===== src/rtl/klc_pkg.sv =====
// Package for the keypad lock controller.
// Holds mode and event codes, configuration indexes and reset values.
// No dependencies.
package klc_pkg;

  typedef enum logic [1:0] {
    MODE_IDLE    = 2'd0,
    MODE_GRANTED = 2'd1,
    MODE_LOCKED  = 2'd2
  } mode_t;

  typedef enum logic [2:0] {
    EV_NONE         = 3'd0,
    EV_DIGIT        = 3'd1,
    EV_WRONG        = 3'd2,
    EV_GRANTED      = 3'd3,
    EV_WRONG_LOCKED = 3'd4,
    EV_RESET        = 3'd5
  } event_t;

  localparam int CFG_IDX_W = 3;
  localparam logic [CFG_IDX_W-1:0] CFG_PASSWORD     = 3'd0;
  localparam logic [CFG_IDX_W-1:0] CFG_MAX_FAILURES = 3'd1;
  localparam logic [CFG_IDX_W-1:0] CFG_LOCKED_HALF  = 3'd2;
  localparam logic [CFG_IDX_W-1:0] CFG_GRANTED_HALF = 3'd3;
  localparam logic [CFG_IDX_W-1:0] CFG_GRANTED_BLNK = 3'd4;

  localparam logic [15:0] RST_PASSWORD     = 16'h1234;
  localparam logic [3:0]  RST_MAX_FAILURES = 4'd3;
  localparam logic [7:0]  RST_LOCKED_HALF  = 8'd50;
  localparam logic [7:0]  RST_GRANTED_HALF = 8'd30;
  localparam logic [2:0]  RST_GRANTED_BLNK = 3'd3;

  // reset word "forgot"
  localparam int WORD_LEN = 6;
  localparam logic [7:0] WORD_LETTERS [WORD_LEN] = '{8'h66, 8'h6f, 8'h72, 8'h67, 8'h6f, 8'h74};
  localparam logic [2:0] WORD_LAST = 3'd5;

  localparam logic [7:0] CH_UPPER_A = 8'h41;
  localparam logic [7:0] CH_UPPER_Z = 8'h5a;
  localparam logic [7:0] CH_CASE    = 8'h20;
  localparam logic [7:0] CH_ZERO    = 8'h30;
  localparam logic [7:0] CH_NINE    = 8'h39;

endpackage


===== src/rtl/keypad_lock_controller_core.sv =====
// Keypad lock controller top level: input register, one pass of lock logic,
// result register. Depends on klc_pkg.
// The input transaction is captured in the input register, and its result is loaded into the result register.
// Throughput: one transaction per cycle; the result register is the only stall point.
// Reset (rst_n low, synchronous): mode idle, failure count, entry and word match
// cleared, LED off; configuration returns to its default values.
module keypad_lock_controller_core #(
  parameter int CODE_DIGITS = 4
) (
  input  logic                           clk,
  input  logic                           rst_n,
  input  logic                           in_valid,
  output logic                           in_ready,
  input  logic                           in_action,
  input  logic [7:0]                     in_char_code,
  output logic                           out_valid,
  input  logic                           out_ready,
  output logic [2:0]                     out_event_res,
  output logic [1:0]                     out_mode,
  output logic                           out_led_on,
  output logic [3:0]                     out_failure_count,
  input  logic                           cfg_valid,
  output logic                           cfg_ready,
  input  logic [klc_pkg::CFG_IDX_W-1:0]  cfg_index,
  input  logic [15:0]                    cfg_data
);
  import klc_pkg::*;

  localparam int CNT_W = $clog2(CODE_DIGITS + 1);
  localparam int IDX_W = (CODE_DIGITS > 1) ? $clog2(CODE_DIGITS) : 1;
  localparam logic [CNT_W-1:0] CNT_LAST = CNT_W'(CODE_DIGITS - 1);

  logic [15:0] password_r;
  logic [3:0]  max_failures_r;
  logic [7:0]  locked_half_r;
  logic [7:0]  granted_half_r;
  logic [2:0]  granted_blinks_r;

  logic        in_vld_r;
  logic        in_action_r;
  logic [7:0]  in_char_r;
  logic        advance;

  mode_t       mode_r, mode_nxt;
  logic [3:0]  failures_r, failures_nxt;
  logic [3:0]  digit_store_r [CODE_DIGITS];
  logic [CNT_W-1:0] digit_count_r, digit_count_nxt;
  logic [2:0]  word_pos_r, word_pos_nxt;
  logic [7:0]  led_timer_r, led_timer_nxt;
  logic        led_r, led_nxt;
  logic [2:0]  blinks_r, blinks_nxt;
  event_t      event_nxt;

  logic        out_valid_r;
  event_t      out_event_r;
  mode_t       out_mode_r;
  logic        out_led_r;
  logic [3:0]  out_failures_r;

  logic [7:0]  ch;
  logic [3:0]  digit;
  logic        is_digit;
  logic        word_hit;
  logic        store_en;
  logic        match;
  logic [3:0]  exp_digit;
  logic [3:0]  fail_inc;
  logic [7:0]  timer_inc;
  logic [7:0]  half_sel;

  assign cfg_ready = 1'b1;
  assign advance   = in_vld_r && (!out_valid_r || out_ready);
  assign in_ready  = !in_vld_r || advance;

  always_ff @(posedge clk) begin
    if (!rst_n) begin
      password_r       <= RST_PASSWORD;
      max_failures_r   <= RST_MAX_FAILURES;
      locked_half_r    <= RST_LOCKED_HALF;
      granted_half_r   <= RST_GRANTED_HALF;
      granted_blinks_r <= RST_GRANTED_BLNK;
    end else if (cfg_valid) begin
      unique case (cfg_index)
        CFG_PASSWORD:     password_r       <= cfg_data;
        CFG_MAX_FAILURES: max_failures_r   <= cfg_data[3:0];
        CFG_LOCKED_HALF:  locked_half_r    <= cfg_data[7:0];
        CFG_GRANTED_HALF: granted_half_r   <= cfg_data[7:0];
        CFG_GRANTED_BLNK: granted_blinks_r <= cfg_data[2:0];
        default: ;
      endcase
    end
  end

  always_ff @(posedge clk) begin
    if (!rst_n) begin
      in_vld_r <= 1'b0;
    end else if (in_ready) begin
      in_vld_r <= in_valid;
    end
  end

  always_ff @(posedge clk) begin
    if (in_valid && in_ready) begin
      in_action_r <= in_action;
      in_char_r   <= in_char_code;
    end
  end

  // character decode
  always_comb begin
    ch = in_char_r;
    if (in_char_r >= CH_UPPER_A && in_char_r <= CH_UPPER_Z) begin
      ch = in_char_r + CH_CASE;
    end
    is_digit  = (ch >= CH_ZERO) && (ch <= CH_NINE);
    digit     = 4'(ch - CH_ZERO);
    word_hit  = (word_pos_r <= WORD_LAST) && (ch == WORD_LETTERS[word_pos_r]);
    fail_inc  = (failures_r == 4'hf) ? failures_r : failures_r + 4'd1;
  end

  // code compare: stored digits plus the digit arriving now as the last one
  always_comb begin
    match     = 1'b1;
    exp_digit = '0;
    for (int i = 0; i < CODE_DIGITS; i++) begin
      if (CODE_DIGITS - 1 - i >= 4) begin
        exp_digit = '0;
      end else begin
        exp_digit = password_r[4*(CODE_DIGITS-1-i) +: 4];
      end
      if (i == CODE_DIGITS - 1) begin
        if (digit != exp_digit) match = 1'b0;
      end else begin
        if (digit_store_r[i] != exp_digit) match = 1'b0;
      end
    end
  end

  always_comb begin
    mode_nxt        = mode_r;
    failures_nxt    = failures_r;
    digit_count_nxt = digit_count_r;
    word_pos_nxt    = word_pos_r;
    led_timer_nxt   = led_timer_r;
    led_nxt         = led_r;
    blinks_nxt      = blinks_r;
    event_nxt       = EV_NONE;
    store_en        = 1'b0;
    half_sel        = (mode_r == MODE_LOCKED) ? locked_half_r : granted_half_r;
    timer_inc       = (led_timer_r == 8'hff) ? led_timer_r : led_timer_r + 8'd1;

    if (in_action_r) begin
      unique case (mode_r)
        MODE_LOCKED: begin
          if (timer_inc >= half_sel) begin
            led_timer_nxt = '0;
            led_nxt       = !led_r;
          end else begin
            led_timer_nxt = timer_inc;
          end
        end
        MODE_GRANTED: begin
          if (blinks_r >= granted_blinks_r) begin
            led_nxt = 1'b1;
          end else if (timer_inc >= half_sel) begin
            led_timer_nxt = '0;
            if (led_r) begin
              led_nxt = 1'b0;
            end else begin
              led_nxt    = 1'b1;
              blinks_nxt = blinks_r + 3'd1;
            end
          end else begin
            led_timer_nxt = timer_inc;
          end
        end
        default: begin
          led_nxt = 1'b0;
        end
      endcase
    end else if (mode_r != MODE_GRANTED) begin
      if (word_hit) begin
        if (word_pos_r == WORD_LAST) begin
          word_pos_nxt    = '0;
          failures_nxt    = '0;
          mode_nxt        = MODE_IDLE;
          digit_count_nxt = '0;
          led_nxt         = 1'b0;
          led_timer_nxt   = '0;
          blinks_nxt      = '0;
          event_nxt       = EV_RESET;
        end else begin
          word_pos_nxt = word_pos_r + 3'd1;
        end
      end else begin
        word_pos_nxt = '0;
        if (mode_r != MODE_LOCKED && is_digit) begin
          if (digit_count_r != CNT_LAST) begin
            store_en        = 1'b1;
            digit_count_nxt = digit_count_r + CNT_W'(1);
            event_nxt       = EV_DIGIT;
          end else begin
            digit_count_nxt = '0;
            if (match) begin
              mode_nxt      = MODE_GRANTED;
              led_nxt       = 1'b1;
              led_timer_nxt = '0;
              blinks_nxt    = '0;
              event_nxt     = EV_GRANTED;
            end else begin
              failures_nxt = fail_inc;
              if (fail_inc >= max_failures_r) begin
                mode_nxt      = MODE_LOCKED;
                led_nxt       = 1'b1;
                led_timer_nxt = '0;
                blinks_nxt    = '0;
                event_nxt     = EV_WRONG_LOCKED;
              end else begin
                event_nxt = EV_WRONG;
              end
            end
          end
        end
      end
    end
  end

  always_ff @(posedge clk) begin
    if (!rst_n) begin
      mode_r        <= MODE_IDLE;
      failures_r    <= '0;
      digit_count_r <= '0;
      word_pos_r    <= '0;
      led_timer_r   <= '0;
      led_r         <= 1'b0;
      blinks_r      <= '0;
    end else if (advance) begin
      mode_r        <= mode_nxt;
      failures_r    <= failures_nxt;
      digit_count_r <= digit_count_nxt;
      word_pos_r    <= word_pos_nxt;
      led_timer_r   <= led_timer_nxt;
      led_r         <= led_nxt;
      blinks_r      <= blinks_nxt;
    end
  end

  always_ff @(posedge clk) begin
    if (advance && store_en) begin
      digit_store_r[digit_count_r[IDX_W-1:0]] <= digit;
    end
  end

  always_ff @(posedge clk) begin
    if (!rst_n) begin
      out_valid_r <= 1'b0;
    end else if (advance) begin
      out_valid_r <= 1'b1;
    end else if (out_ready) begin
      out_valid_r <= 1'b0;
    end
  end

  always_ff @(posedge clk) begin
    if (advance) begin
      out_event_r    <= event_nxt;
      out_mode_r     <= mode_nxt;
      out_led_r      <= led_nxt;
      out_failures_r <= failures_nxt;
    end
  end

  assign out_valid         = out_valid_r;
  assign out_event_res     = out_event_r;
  assign out_mode          = out_mode_r;
  assign out_led_on        = out_led_r;
  assign out_failure_count = out_failures_r;

endmodule


===== config.mk =====
export PLATFORM = sky130hd
export DESIGN_NAME = keypad_lock_controller_core
export DESIGN_NICKNAME = d
export VERILOG_FILES = /design/src/rtl/klc_pkg.sv /design/src/rtl/keypad_lock_controller_core.sv
export SDC_FILE = /design/constraint.sdc
export NUM_CORES = 1
export LEC_CHECK = 0
export BUFFER_PORTS_ARGS = -buffer_cell sky130_fd_sc_hd__buf_2
export CAP_MARGIN = 25
export CORE_UTILIZATION = 35
export DETAILED_ROUTE_END_ITERATION = 10
export GPL_TIMING_DRIVEN = 0
export PLACE_DENSITY = 0.63
export SLEW_MARGIN = 10
export SYNTH_ARGS = -nofsm -noshare
export SYNTH_HDL_FRONTEND = slang
export SYNTH_SLANG_ARGS = --single-unit

===== constraint.sdc =====
create_clock -name clk -period 3.5 [get_ports clk]
set_input_delay 0.175 -clock clk [delete_from_list [all_inputs] [get_ports clk]]
set_output_delay 0.175 -clock clk [all_outputs]
set_load 0.005 [all_outputs]

==> key figures, run 1 <==
Outcome
  – Outcome: finished clean

Clock tree
  – Root Driver: clkbuf_16
  – Clk Latency, worst-skew pair: 0.35 ns
  – Worst-path clk slew: 0.07 ns
  – Clk buf depth: 2
  – Num CTS Buffers: 9
  – Clock sink count: 96
  – H-tree levels: 3
  – CTS tree: done
  – # Post-CTS Setup Buffers: 0

Worst hold path
  – Worst Hold Class: in2reg
  – Hold depth: 3
  – Hold endpoint: in_vld_r
  – Hold Crit Start: in_valid

Worst setup path
  – Setup crit end kind: flop
  – Reg2reg end: led_r
  – Setup Crit Path Kind: reg2reg
  – R2R cell count: 12
  – CP startpoint: led_timer_r[0]
  – Worst setup SP type: flop
  – Reg2reg setup slack: 0.24 ns
  – WP data arrival: 3.51 ns
  – CP Max Fanout: 8
  – Required time worst endpoint: about 3.7 ns
  – Beginning of the worst register-to-register path: led_timer_r[0]

GRT
  – Largest net degree at the start of global routing: 17
  – First-pass GRT wire length: about 19 mm
  – Initial antenna violation count: 0
  – Vias in the first global route: 3911
  – Grt ovf: 0
  – Overall Global Routing Usage: roughly 17%

STA
  – Setup TNS: 0 ns
  – Final Skew: 0.00727 ns
  – Slew @ Worst Pin: around 1.1 ns
  – Fin crit period: 3.26 ns
  – Max Freq: 306 MHz
  – Final setup fails: 0
  – Final hold slack: 0.0454 ns
  – Tcrit/Tclk final: 93.2%
  – Final-report max-slew violation count: 0
  – Max-slew headroom: roughly 27%
  – Endpoints failing hold: 0
  – RSZ-0062 raised after global routing: false

Detailed routing
  – Via count: approximately 4000
  – Iteration count of the initial detailed-routing pass: 5
  – ANT nets after route: 0
  – DRC Markers: 0
  – Post-DR wirelength/cell: 14.7 um
  – DRT iter0 DRCs: roughly 240
  – Detailed Route WL: 11.5 mm
  – Vias per inst: 5.14

Die
  – Die ar.: 0.0146 sq mm
  – Starting Density: between 30% and 40%
  – IO Count: between 40 and 50
  – Die X-Extent: between 100 and 150 um
  – Die Span Y: 121 um
  – Core Area: 0.0135 sq mm
  – Cell Rows: 42

Synthesis
  – Largest area contributor in the netlist: dfxtp_1
  – Largest cells by area after synthesis: dfxtp_1 26%, edfxtp_1 19%, nand2_1 7.4%
  – Synth Register Bits: 96
  – Gate Count Post-Synth: 538
  – Synthesized net count: 597
  – Cell with the most instances after synthesis: nand2_1
  – Mean post-synth cell area: 9.16 sq um
  – Most instantiated cells after synthesis: 97 x nand2_1, 65 x dfxtp_1, 36 x a21oi_1, 32 x nor2_1, 31 x edfxtp_1
  – Yosys top cell area share: between 20% and 30%
  – Synthesis Warnings: 0
  – Sequential share of the synthesized area: around 45%
  – Netlist Area Pre-Place: 0.00493 sq mm
  – Post-synth ARST share: 0%
  – Unique cell type count in the Yosys netlist: between 60 and 70
  – Main flop type after synthesis: dfxtp_1
  – Number of flops mapped to enable cells by yosys: 31

Placed design
  – Detail Placement HPWL: 8.67 mm
  – Buffers on Ports: 44
  – Placer Congestion: approximately 0.86
  – Placed cells: 758

Pwr
  – Leak: 2.24 nW
  – Peak supply drop: 0.259 mV
  – Power Dens Cells: 403 mW/mm^2
  – Design Power: roughly 2.3 mW

Finish
  – Post-layout nets: 661
  – Layout area overhead: 16.8%
  – Layout cells sized above 1: a little over an eighth
  – Non-filler cells, final: 783
  – ANT cells: 0

Run
  – Max cap viols: 0
placed cells by master, fill, tap and decap left out, drive strengths merged, types with 14 or more instances in the layout:
| master | Yosys | routed |
|---|---|---|
| nor2 | 33 | 33 |
| o21ai | 22 | 22 |
| a21oi | 37 | 37 |
| nand3 | 30 | 30 |
| mux2i | 14 | 14 |
| inv | 20 | 23 |
| dfxtp | 65 | 65 |
| edfxtp | 31 | 31 |
| nand2 | 97 | 97 |
| clkbuf | 17 | 28 |
| ha | 26 | 26 |
| xnor2 | 21 | 21 |
| buf | 6 | 50 |
report_power, final:
| part | internal [mW] | leakage, nW | switching [mW] | total [mW] |
|---|---|---|---|---|
| registers | 1.17 | 0.816 | 0.0216 | 1.20 |
| clock network | 0.527 | 0.147 | 0.441 | 0.967 |
| logic | 0.0657 | 1.28 | 0.0895 | 0.155 |
timing repair:
| item | 4_1_cts | 5_1_grt |
|---|---|---|
| resized for setup | 0 | 2 |
| endpoints found under the setup margin | 0 | 3 |
| endpoints found under the hold margin | 9 | 0 |
| hold buffers | 9 | 0 |
stage by stage:
step | worst slack [ns] | cell area, sq um | util (%)
floorplan | 0.585 | 4930 | -
global placement | 0.146 | 5370 | 39.7
detailed placement | 0.0480 | 5370 | 39.7
CTS | 0.0363 | 5750 | 42.6
global route | 0.00603 | 5760 | 42.6
finish | 0.237 | 5760 | 42.6
cell type report:
cell class	count	area (sq um)
Tap cell	176	220
Multi-Input combinational cell	399	2520
Clock buffer	11	253
Inverter	20	75.1
Buffer	23	103
Timing Repair Buffer	53	310
Sequential cell	96	2230
Fill cell	1288	7750
Clock inverter	5	37.5
worst max-delay path, cell delays in order, from the launching register on:
cell     delay [ns]
dfxtp_1        0.46
ha_1           0.28
nand2_1        0.16
nor2_4         0.22
o21ai_0        0.10
o21ai_0        0.15
ha_1           0.30
a211o_1        0.28
o31a_1         0.29
nand2_1        0.24
o31ai_1        0.13
a211o_1        0.31
o221a_2        0.22
layer usage:
layer  track usage [%]  vias up  share of wire, %
met5                 0        -                 0
met4              6.87        0               2.4
met3              3.92       24               4.1
met2              28.7       84                48
met1              20.0     1871                45
li1                  -     2043                 -
cells by family (layout without fill, tap and decap cells):
family	Yosys count	in the layout	share of synthesized area, %
other	1	1	0.0761
AO/OA/AOI/OAI	106	106	14.4
flip-flops	96	96	45.3
buffers and inverters	43	112	3.61
multiplexers	16	16	3.30
adder cells (fa/ha/maj)	26	26	6.60
AND/OR/NAND/NOR	225	225	22.2
XOR/XNOR	25	25	4.44
worst max path at each step:
stage	endpoint	slack (ns)
3_3_place_gp	led_r	0.15
5_1_grt	led_r	0.006
2_1_floorplan	led_r	0.59
6_report	led_r	0.24
3_5_place_dp	led_r	0.05
4_1_cts	led_r	0.04
flip-flops by register name (all words and copies together), names as in the netlist, 2 cells and up:
name,cells
max_failures_r,4
digit_store_r,12
blinks_r,3
digit_count_r,3
granted_blinks_r,3
word_pos_r,3
led_timer_r,8
out_event_res,3
out_failure_count,4
password_r,16
locked_half_r,8
out_mode,2
in_char_r,8
mode_r,2
failures_r,4
granted_half_r,8
Note: power is estimated with default switching activity, not from simulation.
==> run 2: changes to the inputs <==
--- a/config.mk
+++ b/config.mk
@@ -10,7 +10,7 @@
 export CORE_UTILIZATION = 35
 export DETAILED_ROUTE_END_ITERATION = 10
 export GPL_TIMING_DRIVEN = 0
-export PLACE_DENSITY = 0.63
+export PLACE_DENSITY = 0.54
 export SLEW_MARGIN = 10
 export SYNTH_ARGS = -nofsm -noshare
 export SYNTH_HDL_FRONTEND = slang
==> run 2 against run 1 <==
Compared with the run above: critical path depth stayed put; total power shrank 2.7%; clock-buffer cell count unchanged; fmax increased by 0.36%; cell count shrank 0.38%; setup slack better by 0.012 ns; highest routed layer unchanged; wire length rose by 0.54%; first-iteration DRC count shrank 12%; final area down 0.93%; hold slack worse by 0.042 ns; register-to-register slack about the same; critical endpoint unchanged; via count down 1.1%.
==> key figures, run 2 (synthesized netlist as in run 1, its figures left out) <==
STA
  – Final-report max-slew violation count: 0 (unchanged)
  – Max-slew headroom: 29.9% (+3.0 points)
  – Setup TNS: 0 ns (unchanged)
  – Max Freq: 308 MHz (+0.36%)
  – Tcrit/Tclk final: 92.9% (-0.34 points)
  – Final Skew: 0.00741 ns (+0.000140 ns)
  – Endpoints failing hold: 0 (unchanged)
  – Fin crit period: 3.25 ns (-0.0118 ns)
  – Final setup fails: 0 (unchanged)
  – RSZ-0062 raised after global routing: false
  – Slew @ Worst Pin: 1.05 ns (-0.0447 ns)

Detailed routing
  – Post-DR wirelength/cell: 14.9 um (+0.92%)
  – Iteration count of the initial detailed-routing pass: 4 (-1)
  – DRT iter0 DRCs: 207 (-12%)
  – DRC Markers: 0 (unchanged)
  – ANT nets after route: 0 (unchanged)
  – Via count: 3977 (-1.1%)
  – Detailed Route WL: 11.6 mm (+0.54%)
  – Vias per inst: 5.10 (-0.74%)

Worst setup path
  – Worst setup SP type: flop
  – CP Max Fanout: 8 (unchanged)
  – WP data arrival: 3.49 ns (-0.02 ns)
  – Setup crit end kind: flop
  – Setup Crit Path Kind: reg2reg
  – Beginning of the worst register-to-register path: led_timer_r[0]
  – Reg2reg end: led_r
  – Reg2reg setup slack: 0.25 ns (about the same)
  – R2R cell count: 12 (unchanged)
  – Required time worst endpoint: 3.74 ns (about the same)

Clock tree
  – CTS tree: done
  – Clk Latency, worst-skew pair: 0.35 ns (about the same)
  – # Post-CTS Setup Buffers: 0 (unchanged)
  – Clk buf depth: 2 (unchanged)
  – Num CTS Buffers: 9 (unchanged)
  – Clock sink count: 96 (unchanged)
  – H-tree levels: 3 (unchanged)
  – Worst-path clk slew: 0.07 ns (about the same)
  – Root Driver: clkbuf_16

Pwr
  – Design Power: 2.26 mW (-2.7%)
  – Peak supply drop: 0.182 mV (-30%)
  – Power Dens Cells: 396 mW/mm^2 (-1.8%)
  – Leak: 2.21 nW (-1.4%)

Die
  – Core Area: 0.0135 sq mm (unchanged)
  – Starting Density: 36.5% (unchanged)
  – Die X-Extent: 121 um (unchanged)
  – Cell Rows: 42 (unchanged)
  – Die ar.: 0.0146 sq mm (unchanged)
  – IO Count: 46 (unchanged)
  – Die Span Y: 121 um (unchanged)

GRT
  – Grt ovf: 0 (unchanged)
  – Largest net degree at the start of global routing: 16 (-1)
  – Vias in the first global route: 3741 (-4.3%)
  – First-pass GRT wire length: 18.7 mm (-1.1%)
  – Initial antenna violation count: 0 (unchanged)
  – Overall Global Routing Usage: 16.7% (about the same)

Placed design
  – Detail Placement HPWL: 8.73 mm (+0.73%)
  – Buffers on Ports: 44 (unchanged)
  – Placer Congestion: 0.834 (-3.2%)

Finish
  – Fillcell total: 1314 (+2.0%)
  – Max reg flops: 16 (unchanged)
  – Layout cells sized above 1: 12.6% (-0.43 points)
  – Layout area overhead: 15.7%
  – ANT cells: 0 (unchanged)
  – Commonest cells after routing, fill and taps aside: 97 x nand2_1, 65 x dfxtp_1, 48 x buf_2
  – Post-layout nets: 658 (-0.45%)
  – Commonest non-fill, non-tap cell in the layout: nand2_1
  – Largest register by flop count: password_r

Worst hold path
  – Hold Crit Start: in_char_code[1]
  – Hold depth: 1 (-2)
  – Hold endpoint: in_char_r[1]
  – Worst Hold Class: in2reg

Outcome
  – Outcome: finished clean

Run
  – Max cap viols: 0 (unchanged)
==> run 2: cell count changes in the layout (fill, tap and decap cells not counted) <==
| cell | delta |
|---|---|
| dlygate4sd3_1 | -3 |
| clkbuf_1 | +2 |
| clkbuf_8 | -2 |
| inv_6 | -2 |
| clkinv_1 | +1 |
| clkinv_4 | +1 |
| clkinvlp_4 | +1 |
| inv_4 | -1 |
==> run 2: worst max-delay path by stage <==
stage,startpoint,cells past startpoint,slack [ns],to
finish,led_timer_r[0],12,0.25,led_r
global route,led_timer_r[0],12,0.07,led_r
CTS,led_timer_r[0],12,0.08,led_r
detailed placement,led_timer_r[0],12,0.09,led_r
global placement,led_timer_r[0],12,0.15,led_r
floorplan,led_timer_r[0],12,0.59,led_r
==> run 2: what timing repair did <==
action | 4_1_cts | 5_1_grt
hold buffers | 5 | 1
endpoints found under the setup margin | 0 | 2
endpoints found under the hold margin | 5 | 1
gates resized for setup | 0 | 2
==> run 2: worst max-delay path: stages (launching register included) <==
cell and delay [ns]:
dfxtp_1 0.47, ha_1 0.27, nand2_1 0.16, nor2_4 0.22
o21ai_0 0.09, o21ai_0 0.15, ha_1 0.31, a211o_1 0.28
o31a_1 0.29, nand2_1 0.25, o31ai_1 0.14, a211o_1 0.30
o221a_2 0.22
==> run 2: routing by layer <==
layer	wire [um]	GRT usage [%]	vias up	part of all wire [%]
met5	0	0	-	0
met4	195	6.48	0	1.7
met3	456	3.02	14	3.9
met2	5660	29.2	80	49
met1	5300	20.3	1850	46
li1	-	-	2033	-
==> run 2: layout make-up <==
class	instances	area [sq um]	share of cell area, %
timing repair buffer	50	280	4.92
buffer	23	103	1.80
clock buffer	11	233	4.08
clock inverter	5	33.8	0.592
sequential	96	2230	39.1
tap	176	220	3.86
multi-input combinational	399	2520	44.3
inverter	20	75.1	1.32
==> run 2: per-stage QoR <==
stage,util (%),area (sq um),hold WS (ns),setup slack (ns),instances
after global routing,42.2,5700,0.000699,0.0659,780
after detailed placement,39.7,5370,0.353,0.0912,758
after global placement,39.7,5370,0.352,0.153,758
after floorplan,-,4930,0.274,0.585,538
final,42.2,5700,0.00382,0.249,780
after CTS,42.1,5680,0.000459,0.0801,779
==> run 2: report_power, final <==
part	switching [mW]	internal, mW
Clock	0.426	0.481
Combinational	0.0894	0.0637
Sequential	0.0214	1.18
==> run 3: changes to the inputs <==
--- a/config.mk
+++ b/config.mk
@@ -7,10 +7,10 @@
 export LEC_CHECK = 0
 export BUFFER_PORTS_ARGS = -buffer_cell sky130_fd_sc_hd__buf_2
 export CAP_MARGIN = 25
-export CORE_UTILIZATION = 35
+export CORE_UTILIZATION = 59
 export DETAILED_ROUTE_END_ITERATION = 10
 export GPL_TIMING_DRIVEN = 0
-export PLACE_DENSITY = 0.54
+export PLACE_DENSITY = 0.81
 export SLEW_MARGIN = 10
 export SYNTH_ARGS = -nofsm -noshare
 export SYNTH_HDL_FRONTEND = slang
==> run 3 against run 2 <==
Compared with the run above: cell count decreased by 9.1%; fmax rose by 0.13%; die area down 40%; sequential power hardly changed; sequential share of layout area rose by 0.78 points; wire length fell by 4.9%; setup slack gained 0.0041 ns; largest cell class unchanged; largest power group unchanged.
==> key figures, run 3 (synthesized netlist as in run 1, its figures left out) <==
Pwr
  – Net Sw Frac: 23.6% (-0.17 points)
  – Power Dens Cells: 384 mW/mm^2 (-2.9%)
  – Switch Pwr: 0.507 mW (-5.5%)
  – Seq pwr share: 55.7% (+2.7 points)
  – Clock share of power: 37.1% (-3.1 points)
  – Design Power: 2.15 mW (-4.8%)
  – P_int: 1.64 mW (-4.6%)
  – Peak supply drop: 0.234 mV (+28%)
  – Leak: 2.21 nW (about the same)
  – Comb pwr share: 7.2% (+0.4 points)

Detailed routing
  – Iteration count of the initial detailed-routing pass: 5 (+1)
  – DRC Markers: 0 (unchanged)
  – DRT iter0 DRCs: 279 (+35%)
  – Via count: 4111 (+3.4%)
  – Detailed Route WL: 11.0 mm (-4.9%)
  – Post-DR wirelength/cell: 15.6 um (+4.6%)
  – ANT nets after route: 0 (unchanged)
  – Vias per inst: 5.80 (+14%)

Clock tree
  – Clock sink count: 96 (unchanged)
  – Clk buf depth: 2 (unchanged)
  – Clk Latency, worst-skew pair: 0.37 ns (+0.02 ns)
  – Worst-path clk slew: 0.10 ns (+0.03 ns)
  – Num CTS Buffers: 9 (unchanged)
  – # Post-CTS Setup Buffers: 0 (unchanged)
  – H-tree levels: 3 (unchanged)
  – Root Driver: clkbuf_8
  – CTS tree: done

STA
  – RSZ-0062 raised after global routing: false
  – Slew @ Worst Pin: 0.968 ns (-0.0830 ns)
  – Tcrit/Tclk final: 92.8% (-0.12 points)
  – Final-report max-slew violation count: 0 (unchanged)
  – Final setup fails: 0 (unchanged)
  – Max-slew headroom: 35.5% (+5.5 points)
  – Endpoints failing hold: 0 (unchanged)
  – Max Freq: 308 MHz (+0.13%)
  – Final Skew: 0.0158 ns (+0.00840 ns)
  – Setup TNS: 0 ns (unchanged)
  – Fin crit period: 3.25 ns (-0.00413 ns)

Worst setup path
  – WP data arrival: 3.50 ns (about the same)
  – Setup crit end kind: flop
  – Required time worst endpoint: 3.75 ns (about the same)
  – Cell Chain, Critical Path: ha_1, nand2_1, nor2_2, o21ai_0, o21ai_0, ha_1, a211o_1, o31a_1, nand2_1, o31ai_1, a211o_1, o221a_2
  – CP Max Fanout: 8 (unchanged)
  – Worst setup SP type: flop
  – CP max stage delay: 0.46 ns (about the same)
  – Critical path's slowest cell: dfxtp_1
  – Setup Crit Path Kind: reg2reg

Worst hold path
  – Worst Hold Class: in2reg

Finish
  – Layout cells sized above 1: 12.9% (+0.27 points)
  – Final instance area: 0.00559 sq mm (-2.0%)
  – Commonest cells after routing, fill and taps aside: 97 x nand2_1, 65 x dfxtp_1, 48 x buf_2
  – Max reg flops: 16 (unchanged)
  – Layout area overhead: 13.5%
  – Largest register by flop count: password_r
  – Post-layout nets: 661 (+0.46%)
  – ANT cells: 0 (unchanged)
  – Commonest non-fill, non-tap cell in the layout: nand2_1

Die
  – IO Count: 46 (unchanged)
  – Cell Rows: 32 (-24%)
  – Die Span Y: 93.4 um (-23%)
  – Starting Density: 62.5% (+26 points)
  – Die X-Extent: 93.4 um (-23%)
  – Core Area: 0.00789 sq mm (-42%)
  – Die ar.: 0.00872 sq mm (-40%)

GRT
  – Largest net degree at the start of global routing: 17 (+1)
  – Vias in the first global route: 3993 (+6.7%)
  – Grt ovf: 0 (unchanged)
  – Overall Global Routing Usage: 27.4% (+11 points)
  – First-pass GRT wire length: 18.5 mm (-1.2%)
  – Initial antenna violation count: 0 (unchanged)

Placed design
  – Placer Congestion: 0.930 (+11%)
  – Detail Placement HPWL: 7.96 mm (-8.9%)
  – Buffers on Ports: 44 (unchanged)
  – Placement Cell Area: 0.00528 sq mm (-1.7%)

Run
  – Max cap viols: 0 (unchanged)

Outcome
  – Outcome: finished clean
run 3: cell types whose count changed in the layout (fill, tap and decap cells not counted), moves of 2 or more:
cell / previous run / this run
clkbuf_16: 9 / 1
inv_6: 0 / 2
clkbuf_8: 0 / 10
dlygate4sd3_1: 6 / 9
run 3: layer usage:
metal | global-route usage [%] | wire length (um) | part of all wire, % | vias to the layer above
li1 | - | - | - | 2034
met1 | 34.0 | 4900 | 44 | 1952
met2 | 48.1 | 5440 | 49 | 106
met3 | 5.04 | 515 | 4.7 | 19
met4 | 8.46 | 184 | 1.7 | 0
met5 | 0 | 0 | 0 | -
run 3: repair_timing:
action                                 in CTS  in global routing
setup endpoints to repair                   0                  2
gates resized for setup                     0                  1
hold buffers                                9                  0
endpoints found under the hold margin       9                  0
run 3: metrics by stage:
step | hold WS, ns | cells | util (%) | setup WS (ns)
after CTS | 0.0155 | 709 | 70.8 | 0.146
final | 0.0167 | 709 | 70.9 | 0.253
after global placement | 0.351 | 684 | 66.9 | 0.222
after global routing | 0.0382 | 709 | 70.9 | 0.00716
after floorplan | 0.274 | 538 | - | 0.585
after detailed placement | 0.353 | 684 | 66.9 | 0.195
run 3: path summary, 6_finish.rpt:
kind | start | to | slack, ns | cells past startpoint
worst max-delay path | led_timer_r[0] | led_r | 0.25 | 12
worst min-delay path | cfg_data[9] | password_r[9] | 0.02 | 3
worst max register to register | led_timer_r[0] | led_r | 0.25 | 12
worst min register to register | digit_count_r[2] | digit_count_r[2] | 0.44 | 2
run 3: power by group through the flow:
stage | Combinational (mW) | Clock [mW] | Sequential, mW
2_1_floorplan | 0.0901 | 0 | 1.22
3_3_place_gp | 0.140 | 0 | 1.22
3_5_place_dp | 0.145 | 0 | 1.22
4_1_cts | 0.154 | 0.807 | 1.20
5_1_grt | 0.173 | 0.855 | 1.20
6_report | 0.155 | 0.797 | 1.20
run 3: final cells by class:
type	instances	area, sq um
clock inverters	4	56.3
flip-flops and latches	96	2230
fillers	620	2300
clock buffers	12	166
repair buffers	53	310
inverters	20	75.1
well taps	102	128
plain buffers	23	103
multi-input cells	399	2520
run 3: worst max-delay path, delay by kind of cell (launching register included):
family	cells	cell delay, ns
fa+ha+maj	2	0.56
compound gates	7	1.48
simple gates	3	0.64
flops	1	0.46
